<file path="config.mk">
export PLATFORM = sky130hd
export DESIGN_NAME = valve_actuator_limit_switch_fsm
export DESIGN_NICKNAME = d
export VERILOG_FILES = /design/src/vlv_pkg.sv /design/src/vlv_cfg_regs.sv /design/src/vlv_ctrl.sv /design/src/valve_actuator_limit_switch_fsm.sv
export SDC_FILE = /design/constraint.sdc
export NUM_CORES = 1
export LEC_CHECK = 0
export ABC_AREA = 1
export BUFFER_PORTS_ARGS = -buffer_cell sky130_fd_sc_hd__buf_2
export CORE_MARGIN = 8
export CORE_UTILIZATION = 56
export DETAILED_ROUTE_END_ITERATION = 7
export HOLD_SLACK_MARGIN = 0.05
export PLACE_DENSITY = 0.75
export SLEW_MARGIN = 20
export SYNTH_ARGS = -nofsm -noshare
export SYNTH_HDL_FRONTEND = slang
export SYNTH_SLANG_ARGS = --single-unit
export TNS_END_PERCENT = 1
</file>
<file path="constraint.sdc">
create_clock -name clk -period 3.2 [get_ports clk]
set_input_delay 0.64 -clock clk [delete_from_list [all_inputs] [get_ports clk]]
set_output_delay 0.64 -clock clk [all_outputs]
set_load 0.1 [all_outputs]
</file>
<file path="src/vlv_pkg.sv">
package vlv_pkg;

  // widths
  localparam int COUNT_WIDTH = 24;
  localparam int STOP_W      = 24;
  localparam int SETTLE_W    = 16;
  localparam int SPEED_W     = 8;
  localparam int CFG_DATA_W  = 24;
  localparam int CFG_IDX_W   = 2;
  localparam int CMP_W       = (COUNT_WIDTH > STOP_W) ? COUNT_WIDTH : STOP_W;

  // register indexes
  localparam logic [CFG_IDX_W-1:0] CFG_TIMEOUT_LIMIT = 2'd0;
  localparam logic [CFG_IDX_W-1:0] CFG_SETTLE_TICKS  = 2'd1;
  localparam logic [CFG_IDX_W-1:0] CFG_SPEED_SETTING = 2'd2;

  // register reset values
  localparam logic [STOP_W-1:0]   TIMEOUT_LIMIT_RST = 24'd100000;
  localparam logic [SETTLE_W-1:0] SETTLE_TICKS_RST  = 16'd3000;
  localparam logic [SPEED_W-1:0]  SPEED_SETTING_RST = 8'd255;

  // action codes
  localparam logic [1:0] ACT_TICK  = 2'd0;
  localparam logic [1:0] ACT_OPEN  = 2'd1;
  localparam logic [1:0] ACT_CLOSE = 2'd2;

  // decoded position codes
  localparam logic [1:0] POS_OPENED = 2'd0;
  localparam logic [1:0] POS_CLOSED = 2'd1;
  localparam logic [1:0] POS_UNDEF  = 2'd2;

  // motor drive codes
  localparam logic [1:0] DRV_STOP  = 2'd0;
  localparam logic [1:0] DRV_OPEN  = 2'd1;
  localparam logic [1:0] DRV_CLOSE = 2'd2;

  // target position (one bit)
  localparam logic TGT_OPENED = 1'b0;
  localparam logic TGT_CLOSED = 1'b1;

  // control phase codes
  localparam logic [1:0] PH_IDLE     = 2'd0;
  localparam logic [1:0] PH_MOVING   = 2'd1;
  localparam logic [1:0] PH_SETTLING = 2'd2;

  localparam logic [COUNT_WIDTH-1:0] COUNT_MAX = {COUNT_WIDTH{1'b1}};

  typedef struct packed {
    logic [STOP_W-1:0]   timeout_limit;
    logic [SETTLE_W-1:0] settle_ticks;
    logic [SPEED_W-1:0]  speed_setting;
  } cfg_t;

  typedef struct packed {
    logic [1:0]         motor_drive;
    logic [SPEED_W-1:0] drive_speed;
    logic [1:0]         position;
    logic               busy_res;
    logic               done_res;
    logic               success;
  } result_t;

endpackage

</file>
<file path="src/vlv_cfg_regs.sv">
module vlv_cfg_regs
  import vlv_pkg::*;
(
  input  logic                  clk,
  input  logic                  rst_n,
  input  logic                  cfg_we,
  input  logic [CFG_IDX_W-1:0]  cfg_index,
  input  logic [CFG_DATA_W-1:0] cfg_wdata,
  output cfg_t                  cfg
);

  cfg_t cfg_r;

  // register file, writes beyond the list are dropped
  always_ff @(posedge clk) begin
    if (!rst_n) begin
      cfg_r.timeout_limit <= TIMEOUT_LIMIT_RST;
      cfg_r.settle_ticks  <= SETTLE_TICKS_RST;
      cfg_r.speed_setting <= SPEED_SETTING_RST;
    end else if (cfg_we) begin
      case (cfg_index)
        CFG_TIMEOUT_LIMIT: cfg_r.timeout_limit <= cfg_wdata[STOP_W-1:0];
        CFG_SETTLE_TICKS:  cfg_r.settle_ticks  <= cfg_wdata[SETTLE_W-1:0];
        CFG_SPEED_SETTING: cfg_r.speed_setting <= cfg_wdata[SPEED_W-1:0];
        default: ;
      endcase
    end
  end

  assign cfg = cfg_r;

endmodule

</file>
<file path="src/vlv_ctrl.sv">
module vlv_ctrl
  import vlv_pkg::*;
(
  input  logic       clk,
  input  logic       rst_n,
  input  logic       step_en,
  input  logic [1:0] action,
  input  logic       open_lvl,
  input  logic       closed_lvl,
  input  cfg_t       cfg,
  output result_t    res
);

  logic [1:0]             phase_r, phase_nxt;
  logic                   target_r, target_nxt;
  logic [COUNT_WIDTH-1:0] iter_r, iter_nxt;
  logic [SETTLE_W-1:0]    settle_r, settle_nxt;

  logic [1:0]             pos;
  logic                   at_target;
  logic                   cmd;
  logic                   cmd_tgt;
  logic [COUNT_WIDTH-1:0] iter_inc;
  logic                   timeout;
  logic [1:0]             run_drive;

  // switch decode, both levels equal means undefined
  always_comb begin
    if (open_lvl == closed_lvl) begin
      pos = POS_UNDEF;
    end else if (!open_lvl) begin
      pos = POS_OPENED;
    end else begin
      pos = POS_CLOSED;
    end
  end

  assign cmd       = action inside {ACT_OPEN, ACT_CLOSE};
  assign cmd_tgt   = (action == ACT_CLOSE) ? TGT_CLOSED : TGT_OPENED;
  assign at_target = (pos == {1'b0, target_r});
  assign run_drive = (target_r == TGT_CLOSED) ? DRV_CLOSE : DRV_OPEN;

  // saturating iteration count and timeout compare
  assign iter_inc = (iter_r != COUNT_MAX) ? iter_r + 1'b1 : iter_r;
  assign timeout  = (CMP_W'(iter_inc) >= CMP_W'(cfg.timeout_limit));

  // next state and result for one item
  always_comb begin
    phase_nxt       = phase_r;
    target_nxt      = target_r;
    iter_nxt        = iter_r;
    settle_nxt      = settle_r;
    res.motor_drive = DRV_STOP;
    res.drive_speed = cfg.speed_setting;
    res.position    = pos;
    res.busy_res    = 1'b0;
    res.done_res    = 1'b0;
    res.success     = 1'b0;
    case (phase_r)
      PH_MOVING: begin
        if (at_target) begin
          phase_nxt       = PH_SETTLING;
          settle_nxt      = cfg.settle_ticks;
          res.busy_res    = 1'b1;
          res.motor_drive = run_drive;
        end else begin
          iter_nxt = iter_inc;
          if (timeout) begin
            phase_nxt    = PH_IDLE;
            res.done_res = 1'b1;
          end else begin
            res.busy_res    = 1'b1;
            res.motor_drive = run_drive;
          end
        end
      end
      PH_SETTLING: begin
        if (settle_r != '0) begin
          settle_nxt      = settle_r - 1'b1;
          res.busy_res    = 1'b1;
          res.motor_drive = run_drive;
        end else begin
          iter_nxt = iter_inc;
          if (timeout) begin
            phase_nxt    = PH_IDLE;
            res.done_res = 1'b1;
          end else if (at_target) begin
            phase_nxt    = PH_IDLE;
            res.done_res = 1'b1;
            res.success  = 1'b1;
          end else begin
            phase_nxt       = PH_MOVING;
            res.busy_res    = 1'b1;
            res.motor_drive = run_drive;
          end
        end
      end
      default: begin
        // idle, and the unused code behaves as idle
        phase_nxt = PH_IDLE;
        if (cmd) begin
          target_nxt = cmd_tgt;
          if (pos == {1'b0, cmd_tgt}) begin
            res.done_res = 1'b1;
            res.success  = 1'b1;
          end else begin
            phase_nxt       = PH_MOVING;
            iter_nxt        = '0;
            settle_nxt      = '0;
            res.busy_res    = 1'b1;
            res.motor_drive = (cmd_tgt == TGT_CLOSED) ? DRV_CLOSE : DRV_OPEN;
          end
        end
      end
    endcase
  end

  // state update once per item
  always_ff @(posedge clk) begin
    if (!rst_n) begin
      phase_r  <= PH_IDLE;
      target_r <= TGT_OPENED;
      iter_r   <= '0;
      settle_r <= '0;
    end else if (step_en) begin
      phase_r  <= phase_nxt;
      target_r <= target_nxt;
      iter_r   <= iter_nxt;
      settle_r <= settle_nxt;
    end
  end

endmodule

</file>
<file path="src/valve_actuator_limit_switch_fsm.sv">
// Valve actuator controller with two active-low limit switches. Each request
// carries an action (tick, open, close) and both switch levels, and produces
// exactly one result with the motor drive, speed, decoded position and the
// busy/done/success flags. The block takes one request per clock cycle while
// in_stall is low; a result passes through the input register and then the
// result register, and stays in the result register until it is taken. A
// stalled result holds the pipeline: the input register then fills and
// in_stall rises. Configuration registers (timeout limit, settle ticks, speed
// setting) are written through the cfg port; the user must do so only while
// no request is in flight, as the block itself does not enforce it.
module valve_actuator_limit_switch_fsm
  import vlv_pkg::*;
(
  input  logic                  clk,
  input  logic                  rst_n,
  input  logic                  cfg_we,
  input  logic [CFG_IDX_W-1:0]  cfg_index,
  input  logic [CFG_DATA_W-1:0] cfg_wdata,
  input  logic                  in_valid,
  output logic                  in_stall,
  input  logic [1:0]            in_action,
  input  logic                  in_open_switch_level,
  input  logic                  in_closed_switch_level,
  output logic                  out_valid,
  input  logic                  out_stall,
  output logic [1:0]            out_motor_drive,
  output logic [SPEED_W-1:0]    out_drive_speed,
  output logic [1:0]            out_position,
  output logic                  out_busy_res,
  output logic                  out_done_res,
  output logic                  out_success
);

  cfg_t    cfg;
  result_t res;
  result_t res_r;

  logic       s1_valid_r, s1_valid_nxt;
  logic [1:0] s1_action_r;
  logic       s1_open_r;
  logic       s1_closed_r;
  logic       out_valid_r, out_valid_nxt;
  logic       out_free;
  logic       s1_adv;
  logic       in_acc;

  vlv_cfg_regs u_cfg (
    .clk       (clk),
    .rst_n     (rst_n),
    .cfg_we    (cfg_we),
    .cfg_index (cfg_index),
    .cfg_wdata (cfg_wdata),
    .cfg       (cfg)
  );

  // handshake between the two register stages
  assign out_free = !out_valid_r || !out_stall;
  assign s1_adv   = s1_valid_r && out_free;
  assign in_stall = s1_valid_r && !out_free;
  assign in_acc   = in_valid && !in_stall;

  assign s1_valid_nxt  = in_acc ? 1'b1 : (s1_adv ? 1'b0 : s1_valid_r);
  assign out_valid_nxt = s1_adv ? 1'b1 : (out_free ? 1'b0 : out_valid_r);

  always_ff @(posedge clk) begin
    if (!rst_n) begin
      s1_valid_r  <= 1'b0;
      out_valid_r <= 1'b0;
    end else begin
      s1_valid_r  <= s1_valid_nxt;
      out_valid_r <= out_valid_nxt;
    end
  end

  // input register
  always_ff @(posedge clk) begin
    if (in_acc) begin
      s1_action_r <= in_action;
      s1_open_r   <= in_open_switch_level;
      s1_closed_r <= in_closed_switch_level;
    end
  end

  vlv_ctrl u_ctrl (
    .clk        (clk),
    .rst_n      (rst_n),
    .step_en    (s1_adv),
    .action     (s1_action_r),
    .open_lvl   (s1_open_r),
    .closed_lvl (s1_closed_r),
    .cfg        (cfg),
    .res        (res)
  );

  // result register
  always_ff @(posedge clk) begin
    if (s1_adv) begin
      res_r <= res;
    end
  end

  assign out_valid       = out_valid_r;
  assign out_motor_drive = res_r.motor_drive;
  assign out_drive_speed = res_r.drive_speed;
  assign out_position    = res_r.position;
  assign out_busy_res    = res_r.busy_res;
  assign out_done_res    = res_r.done_res;
  assign out_success     = res_r.success;

endmodule

</file>
Yosys cells after proc, flatten, opt, wreduce, memory -nomap -nowiden
Index checks and enable logic that the tools add are counted.
- memories: 0
- memory bits (read-only): 0
- bits of input ports: 35
- bits in latches: 0
- RAM bits: 0
- output and inout bits: 17
- register bits after elaboration: 112
- $lt $le $gt $ge: 1
- equal/unequal tests: 16
- add/subtract/negate cells: 2
- $mul: 0
- reduce and logical (&&, ||, !) cells: 22
- divide/modulo/power cells: 0
- multiplexer cells: 52
- shift operators: 0
- bitwise operators: 1
- operator list (operator ; number):
    24-bit two-way mux ; 5
    16-bit two-way mux ; 4
    24-bit one-hot mux with 2 select lines ; 1
    2-bit two-way mux ; 17
    16-bit one-hot mux with 2 select lines ; 1
    24-bit by 1-bit adder with 24-bit output (second input constant) ; 1
    24-bit greater-or-equal comparator ; 1
    24-bit != test (second input constant) ; 1
    1-bit two-way mux ; 19
    16-bit nonzero test ; 1
    16-bit by 1-bit subtractor with 16-bit output (second input constant) ; 1
    2-bit one-hot mux with 2 select lines ; 3
    5-bit AND reduction ; 2
    2-bit by 1-bit equality test with 1-bit output (second input constant) ; 3
    2-bit equality test (second input constant) ; 3
    2-bit AND reduction ; 3
    3-bit AND reduction ; 2
    2-bit nonzero test ; 3
    2-bit by 1-bit equality test with 1-bit output ; 2
    1-bit zero test ; 4
    2-bit by 1-bit != test with 1-bit output (second input constant) ; 2
    2-bit != test (second input constant) ; 2
    1-bit logical AND ; 3
    3-bit two-way mux ; 1
    9 further kinds ; 9

Longest topological paths before layout
Gate-level depths: netlist of the first run.
- depth after elaboration: 7
- mapped depth: 23
- depth with buffers taken out: 23

Cells and area by module
From an unflattened synthesis of the first run, not the netlist that was laid out.
- cell total of the unflattened synthesis: 928
- area total of the unflattened synthesis: 6490.0 um^2
- modules (own cells, without submodules) (module ; sequential area each (um^2) ; instances ; area each (um^2) ; cells an instance):
    vlv_ctrl ; 860.8 ; 1 ; 3858.7 ; 624
    vlv_cfg_regs ; 960.9 ; 1 ; 1965.6 ; 272
    valve_actuator_limit_switch_fsm ; 610.6 ; 1 ; 665.6 ; 32

Worst setup path after synthesis of the first run
OpenSTA, ideal clock, no wires.
- path kind: register to output
- start point: register out_valid_r, in the netlist out_valid
- end point: output in_stall
- data arrival time: 2.450 ns
- buffers on the path: 0
- slack: 0.110 ns
- cell stages (with the launch flop): 3
- cell sequence: dfxtp_1 nand2_1 nor2_1
- cells in the longest elaborated chain, start to end: 4
- RTL lines (what ; line ; text):
    start, declared ; valve_actuator_limit_switch_fsm.sv:42 ; logic out_valid_r, out_valid_nxt;
    start signal, assigned ; valve_actuator_limit_switch_fsm.sv:71 ; out_valid_r <= out_valid_nxt;
    1-bit zero test ; valve_actuator_limit_switch_fsm.sv:57 ; assign out_free = !out_valid_r || !out_stall;
    1-bit logical OR ; valve_actuator_limit_switch_fsm.sv:57 ;
    1-bit zero test ; valve_actuator_limit_switch_fsm.sv:59 ; assign in_stall = s1_valid_r && !out_free;
    1-bit logical AND ; valve_actuator_limit_switch_fsm.sv:59 ;
    end, declared ; valve_actuator_limit_switch_fsm.sv:20 ; output logic in_stall,
No other way between the ends.

==> summary.txt, run 1 <==
Drt
  • Routed Antenna Nets: 0
  • Drt pass-1 iters: 5
  • Total Wirelength: roughly 15000 µm
  • Vias: 5440
  • DRT iter0 DRCs: about 340
  • Drt drc: 0
  • Wire per inst: about 14 µm
  • Via density: 5.25

Clock tree
  • Clock Latency Late Sink: around 360 ps
  • CTS Buf Count: 9
  • Clock buffer depth: 2
  • H-Tree Depth: 3
  • Clock Sinks: ~110
  • Clk slew on worst S/H paths: ~80 ps
  • Root buf cell: clkbuf_16
  • CTS tree: built

Setup path
  • Reg-to-reg endpoint: out_motor_drive[0]$_DFFE_PP_
  • CP Capture Type: register
  • Crit Path Max Fanout: 4
  • Arr. time, crit path: 3080 ps
  • Kind of critical path: reg2reg
  • Worst Path Required: 3320 ps
  • Worst R2R Setup Slack: between 200 and 250 ps
  • Reg2Reg Depth: 20
  • Setup crit start kind: register
  • RR Startpoint: u_ctrl.iter_r[6]$_SDFFE_PN0P_

Pwr
  • PD cells: around 420 nW/µm²
  • Overall power: about 3 mW
  • Leak pwr: 3.14 nW
  • Worst vdd ir: roughly 0.48 mV

STA
  • Worst hold slack: 437 ps
  • Final Hold Fails: 0
  • Pins over their slew limit: 0
  • Tmin final: 2960 ps
  • Fmax: 338 MHz
  • Clk_skew: 8.98 ps
  • # setup viols final: 0
  • Slew at the pin with the worst max-slew slack: about 900 ps
  • Slew margin rel.: 39.6%
  • Tcrit/Tclk final: 92.4%
  • Fin Setup TNS: 0 ps

Die
  • Die H: roughly 120 µm
  • Core area: approximately 11000 µm²
  • Die Width: around 120 µm
  • Die area: ~15000 µm²
  • # IOs: 52
  • Initial Util: between 50% and 60%
  • Row count: 39

Place
  • Final GP Congestion: between 0.9 and 1
  • IO buf count: 51
  • Placed wire-length estimate: around 11000 µm

Layout
  • Share of layout cells above drive strength 1: a little over a quarter
  • Area delta synth->final: 12.6%
  • Ant. Diodes: 0
  • Nets: around 950

Worst hold path
  • WHS Path Cells: 0
  • Worst Hold Launch: u_cfg.cfg[5]$_SDFFE_PN1P_
  • Worst Hold End: out_drive_speed[5]$_DFFE_PP_
  • Worst min path class: reg2reg

GRT
  • GR Overflow Total: 0
  • GRT Total Usage: 20.0%
  • Vias in the first global route: ~5.2k
  • First-pass GRT wire length: approximately 24000 µm
  • Initial antenna violation count: 0
  • Largest net degree at the start of global routing: 48

Flow run
  • Max-cap check violation count: 0

Yosys
  • Syn Nets: approximately 900
  • Library cells used by synthesis: 45
  • Synthesized netlist cell count: 836
  • Ranking of synthesized cells by area: dfxtp_1, nand2_1, edfxtp_1
  • Syn. warnings: 0
  • Top cell type's share of synthesized area: 29.3%
  • Mapped Avg Cell Area: ~7.6 µm²
  • EDFF count, synth: 19
  • #FFs+latches synth: approximately 110
  • Post-synth top area cell: dfxtp_1
  • Fraction of registers with async set/reset: 0%
  • Mapped cell area: 6350 µm²
  • Sequential-to-total area share from yosys stat: between 30% and 40%
  • Ys flop type: dfxtp_1

Status
  • Status: finished, final reports clean
## how the worst max path moves through the flow
| stage | depth (start not counted) | from | end |
|---|---|---|---|
| 2_1_floorplan | 2 | out_valid$_SDFFE_PN0P_ | in_stall |
| 3_3_place_gp | 19 | u_ctrl.iter_r[0]$_SDFFE_PN0P_ | out_motor_drive[1]$_DFFE_PP_ |
| 3_5_place_dp | 19 | u_ctrl.iter_r[7]$_SDFFE_PN0P_ | out_motor_drive[0]$_DFFE_PP_ |
| 4_1_cts | 19 | u_ctrl.iter_r[7]$_SDFFE_PN0P_ | out_motor_drive[0]$_DFFE_PP_ |
| 5_1_grt | 19 | u_ctrl.iter_r[7]$_SDFFE_PN0P_ | out_motor_drive[0]$_DFFE_PP_ |
| 6_report | 20 | u_ctrl.iter_r[6]$_SDFFE_PN0P_ | out_motor_drive[0]$_DFFE_PP_ |
## cell usage after synthesis (2+ instances only)
cell type / instances
a21o_1: 3
a21oi_1: 53
a21oi_2: 30
a22oi_1: 2
buf_1: 2
buf_12: 3
buf_2: 3
clkbuf_1: 16
dfxtp_1: 93
edfxtp_1: 19
ha_1: 30
inv_1: 87
inv_2: 13
nand2_1: 206
nand2_2: 51
nand2_4: 3
nand3_1: 43
nand3_4: 2
nand4_1: 9
nor2_1: 54
nor2_2: 7
nor2_4: 7
nor3_1: 4
nor3_2: 4
nor3_4: 2
nor3b_1: 2
o211ai_1: 6
o21a_1: 2
o21ai_0: 41
o21ai_1: 2
o21ai_2: 3
o21bai_1: 2
o22ai_1: 2
or2_2: 2
xnor2_1: 6
xor2_1: 13
## state kept, by name, indices dropped and copies added, names as in the netlist
name	flops
s1_valid_r	1
u_ctrl.target_r	1
out_done_res	1
s1_closed_r	1
out_drive_speed	8
s1_open_r	1
out_success	1
out_valid	1
s1_action_r	2
u_ctrl.phase_r	2
out_motor_drive	2
u_ctrl.iter_r	24
u_ctrl.settle_r	16
out_busy_res	1
out_position	2
u_cfg.cfg	48
## layout by cell type (no fill, tap or decap), types with 10 or more instances in the layout
cell type / instances
inv_2: 12
inv_1: 87
dfxtp_1: 76
o21ai_0: 41
nor2_1: 50
ha_1: 29
a21oi_1: 53
buf_4: 16
edfxtp_1: 19
nor2_2: 10
nand2_1: 204
buf_2: 51
dfxtp_2: 15
nand2_2: 53
a21oi_2: 30
xor2_1: 12
clkbuf_16: 10
nand3_1: 43
## area by class of cell
class                      count  area, µm²
multi-input combinational    596       3430
clock inverter                 6       66.3
inverter                     102        390
sequential                   112       2460
fill                        1004       4070
tap                          143        179
timing repair buffer          67        375
clock buffer                  10        250
## logic make-up (layout without fill, tap and decap cells)
group / Yosys count / in the layout / share of synthesized area [%]
and+or+nand+nor: 399 / 399 / 30.0
AOI/OAI and AO/OA: 147 / 147 / 14.2
buffers and inverters: 128 / 185 / 8.65
DFF: 112 / 112 / 38.3
adders and majority gates: 30 / 30 / 5.91
xor gates and xnor gates: 20 / 20 / 2.88
## metal layers
layer  vias to the layer above  GRT usage (%)  share of wire, %
met2                       104           35.8                51
met1                      2516           23.8                43
met3                        15           4.51               4.3
li1                       2805              -                 -
met5                         -              0                 0
met4                         0           4.72               1.3
## worst max-delay path, stage by stage, from the launching register on
cell and delay, ps:
dfxtp_1 380, inv_1 110, nor3_4 220, buf_4 160, nand2_4 50, nor2_4 90
nand2_2 90, nor2_4 140, xor2_4 100, ha_1 290, nand2_1 50, inv_1 60
nand4_1 170, nor2_1 130, nand2_1 110, nand3_1 140, nand2_1 70, nand2_1 80
nand3_1 110, nand2_1 110, nand2_1 60
## through the flow
stage          utilization (%)  cells  worst slack [ps]  area [µm²]
3_3_place_gp              59.6   1013               284        6690
4_1_cts                   62.4   1029              93.7        7010
2_1_floorplan                -    836               110        6350
6_report                  63.7   1036               243        7150
5_1_grt                   63.7   1036             -19.7        7150
3_5_place_dp              59.6   1013               174        6690
## power breakdown
part	total (mW)	switching [mW]	internal [mW]
logic	0.374	0.269	0.105
clock network	1.17	0.567	0.600
registers	1.50	0.0171	1.48
total	3.04	0.853	2.18
## repair_timing
action | CTS | global route
setup endpoints to repair | 0 | 5
hold buffers | 0 | 0
resized for setup | 0 | 34
buffers inserted | 0 | 7
(Power assumes the default switching activity.)
==> run 2, diff against run 1 <==
Settings changed: GPL_TIMING_DRIVEN set to 0.
==> run 2 against run 1 <==
  * Critical path depth decreased by 2
  * Cell count increased by 1.4%
  * Utilization increased by 0.51 points
  * Worst hold slack got worse by 3.3 ps
  * Register-to-register slack got worse by 20 ps
  * Largest cell class unchanged
==> summary.txt, run 2 (synthesis gave the netlist of run 1 again) <==
Setup path
  • RR Startpoint: u_ctrl.iter_r[0]$_SDFFE_PN0P_ (was u_ctrl.iter_r[6]$_SDFFE_PN0P_)
  • Reg-to-reg endpoint: out_motor_drive[1]$_DFFE_PP_ (was out_motor_drive[0]$_DFFE_PP_)
  • Worst R2R Setup Slack: 230 ps (was 240 ps)
  • Worst Path Required: 3430 ps (was 3320 ps)
  • CP Capture Type: register (unchanged)
  • Crit Path Max Fanout: 10 (was 4)
  • Setup crit start kind: register (unchanged)
  • Reg2Reg Depth: 18 (was 20)
  • Kind of critical path: reg2reg (unchanged)
  • Arr. time, crit path: 3210 ps (was 3080 ps)

Drt
  • Vias: 5486 (was 5440)
  • DRT iter0 DRCs: 425 (was 335)
  • Total Wirelength: 15100 µm (was 14500 µm)
  • Drt drc: 0 (unchanged)
  • Routed Antenna Nets: 0 (unchanged)
  • Via density: 5.22 (was 5.25)
  • Drt pass-1 iters: 5 (unchanged)
  • Wire per inst: 14.4 µm (was 14.0 µm)

Layout
  • Ant. Diodes: 0 (unchanged)
  • Most common cell after layout, fill and taps aside: nand2_1 (unchanged)
  • Post-Layout Inst Area: 7210 µm² (was 7150 µm²)
  • Fin cells: 1050 (was 1036)
  • Commonest non-fill, non-tap cells in the layout: nand2_1, inv_1, dfxtp_1, buf_2 (was nand2_1, inv_1, dfxtp_1, a21oi_1, nand2_2)
  • Share of layout cells above drive strength 1: 25.1% (was 26.7%)
  • Area delta synth->final: 13.5% (was 12.6%)
  • Nets: 967 (was 953)
  • Max reg flops: 48 (unchanged)

Die
  • Die H: 122 µm (unchanged)
  • Core area: 11200 µm² (unchanged)
  • # IOs: 52 (unchanged)
  • Row count: 39 (unchanged)
  • Initial Util: 56.6% (unchanged)
  • Die area: 15000 µm² (unchanged)
  • Die Width: 122 µm (unchanged)

GRT
  • Vias in the first global route: 5121 (was 5208)
  • First-pass GRT wire length: 24800 µm (was 24400 µm)
  • GR Overflow Total: 0 (unchanged)
  • Initial antenna violation count: 0 (unchanged)
  • GRT Total Usage: 20.9% (was 20.0%)
  • Largest net degree at the start of global routing: 20 (was 48)

Place
  • Cells after DPL: 1030 (was 1013)
  • Worst slack, placed: -129 ps (was 174 ps)
  • Final GP Congestion: 0.908 (was 0.918)
  • Placed wire-length estimate: 11600 µm (was 10800 µm)
  • IO buf count: 51 (unchanged)
  • DP Area: 6780 µm² (was 6690 µm²)

Clock tree
  • CTS Buf Count: 9 (unchanged)
  • Clk slew on worst S/H paths: 70 ps (was 80 ps)
  • Clock Latency Late Sink: 360 ps (about the same)
  • Clock Sinks: 112 (unchanged)
  • # hold bufs at CTS: 0 (unchanged)
  • Clock buffer depth: 2 (unchanged)
  • Root buf cell: clkbuf_16 (unchanged)
  • H-Tree Depth: 3 (unchanged)
  • CTS tree: built (unchanged)

Flow run
  • Max-cap check violation count: 0 (unchanged)

STA
  • Fmax: 336 MHz (was 338 MHz)
  • Tcrit/Tclk final: 93.0% (was 92.4%)
  • Fin Setup TNS: 0 ps (unchanged)
  • Slew margin rel.: 45.3% (was 39.6%)
  • Setup ws final: 225 ps (was 243 ps)
  • Pins over their slew limit: 0 (unchanged)
  • Worst hold slack: 433 ps (was 437 ps)
  • Tmin final: 2970 ps (was 2960 ps)
  • Slew at the pin with the worst max-slew slack: 820 ps (was 904 ps)
  • Final Hold Fails: 0 (unchanged)
  • # setup viols final: 0 (unchanged)
  • Clk_skew: 8.93 ps (was 8.98 ps)

Worst hold path
  • Worst Hold Launch: u_cfg.cfg[4]$_SDFFE_PN1P_ (was u_cfg.cfg[5]$_SDFFE_PN1P_)
  • Worst Hold End: out_drive_speed[4]$_DFFE_PP_ (was out_drive_speed[5]$_DFFE_PP_)
  • WHS Path Cells: 0 (unchanged)
  • Worst min path class: reg2reg (unchanged)

Pwr
  • Leak pwr: 3.15 nW (was 3.14 nW)
  • PD cells: 427 nW/µm² (was 425 nW/µm²)
  • Worst vdd ir: 0.386 mV (was 0.479 mV)

Status
  • Status: finished, final reports clean (unchanged)
==> run 2: final cells by class <==
class                           instances  area [µm²]
Buffer                                 26         170
Timing Repair Buffer                   55         285
Sequential cell                       112        2450
Tap cell                              143         179
Clock inverter                          4        40.0
Inverter                              102         393
Multi-Input combinational cell        596        3410
Clock buffer                           12         279
Fill cell                            1006        4020
==> run 2: worst max path at each step <==
stage | cells past startpoint | slack (ps) | startpoint | endpoint
CTS | 20 | 30 | u_ctrl.iter_r[0]$_SDFFE_PN0P_ | out_motor_drive[1]$_DFFE_PP_
global placement | 20 | -110 | u_ctrl.iter_r[0]$_SDFFE_PN0P_ | out_motor_drive[1]$_DFFE_PP_
finish | 18 | 230 | u_ctrl.iter_r[0]$_SDFFE_PN0P_ | out_motor_drive[1]$_DFFE_PP_
floorplan | 2 | 110 | out_valid$_SDFFE_PN0P_ | in_stall
global route | 19 | -60 | u_ctrl.iter_r[19]$_SDFFE_PN0P_ | out_motor_drive[0]$_DFFE_PP_
detailed placement | 20 | -130 | u_ctrl.iter_r[0]$_SDFFE_PN0P_ | out_motor_drive[1]$_DFFE_PP_
==> run 2: what timing repair did <==
action / in CTS / in global routing
setup endpoints to repair: 3 / 7
pin swaps: 1 / 6
gates cloned: 0 / 0
buffers inserted: 0 / 4
gates resized for setup: 4 / 24
==> run 2: where the power goes <==
part           switching [mW]  internal (mW)  total, mW
Clock                   0.553          0.640       1.19
Sequential             0.0170           1.48       1.50
Combinational           0.278          0.109      0.388
Total                   0.848           2.23       3.08
==> run 2: layer usage <==
| metal | part of all wire [%] | vias up | global-route usage, % |
|---|---|---|---|
| li1 | - | 2832 | - |
| met1 | 43 | 2531 | 24.3 |
| met2 | 52 | 97 | 37.8 |
| met3 | 3.9 | 26 | 4.32 |
| met4 | 1.8 | 0 | 6.25 |
| met5 | 0 | - | 0 |
==> run 2: metrics by stage <==
stage               util, %  power, mW
detailed placement     60.4       1.91
CTS                    63.4       3.09
finish                 64.2       3.08
global placement       60.4       1.91
global route           64.2       3.20
floorplan                 -       1.81
==> run 2: worst max-delay path, cell delays in order, from the launching register on <==
cell     delay, ps
dfxtp_4        400
ha_4           170
nand3_4        130
inv_4          100
nand4_2        140
nor2_4         160
inv_4           90
buf_12         160
nand2_2         80
ha_1           240
a21oi_1        150
nor2_1          50
nor2_1         120
nand2_1        130
a21oi_1        250
nand4_1        200
nand3_1        170
nand2_1         60
nand2_1         50
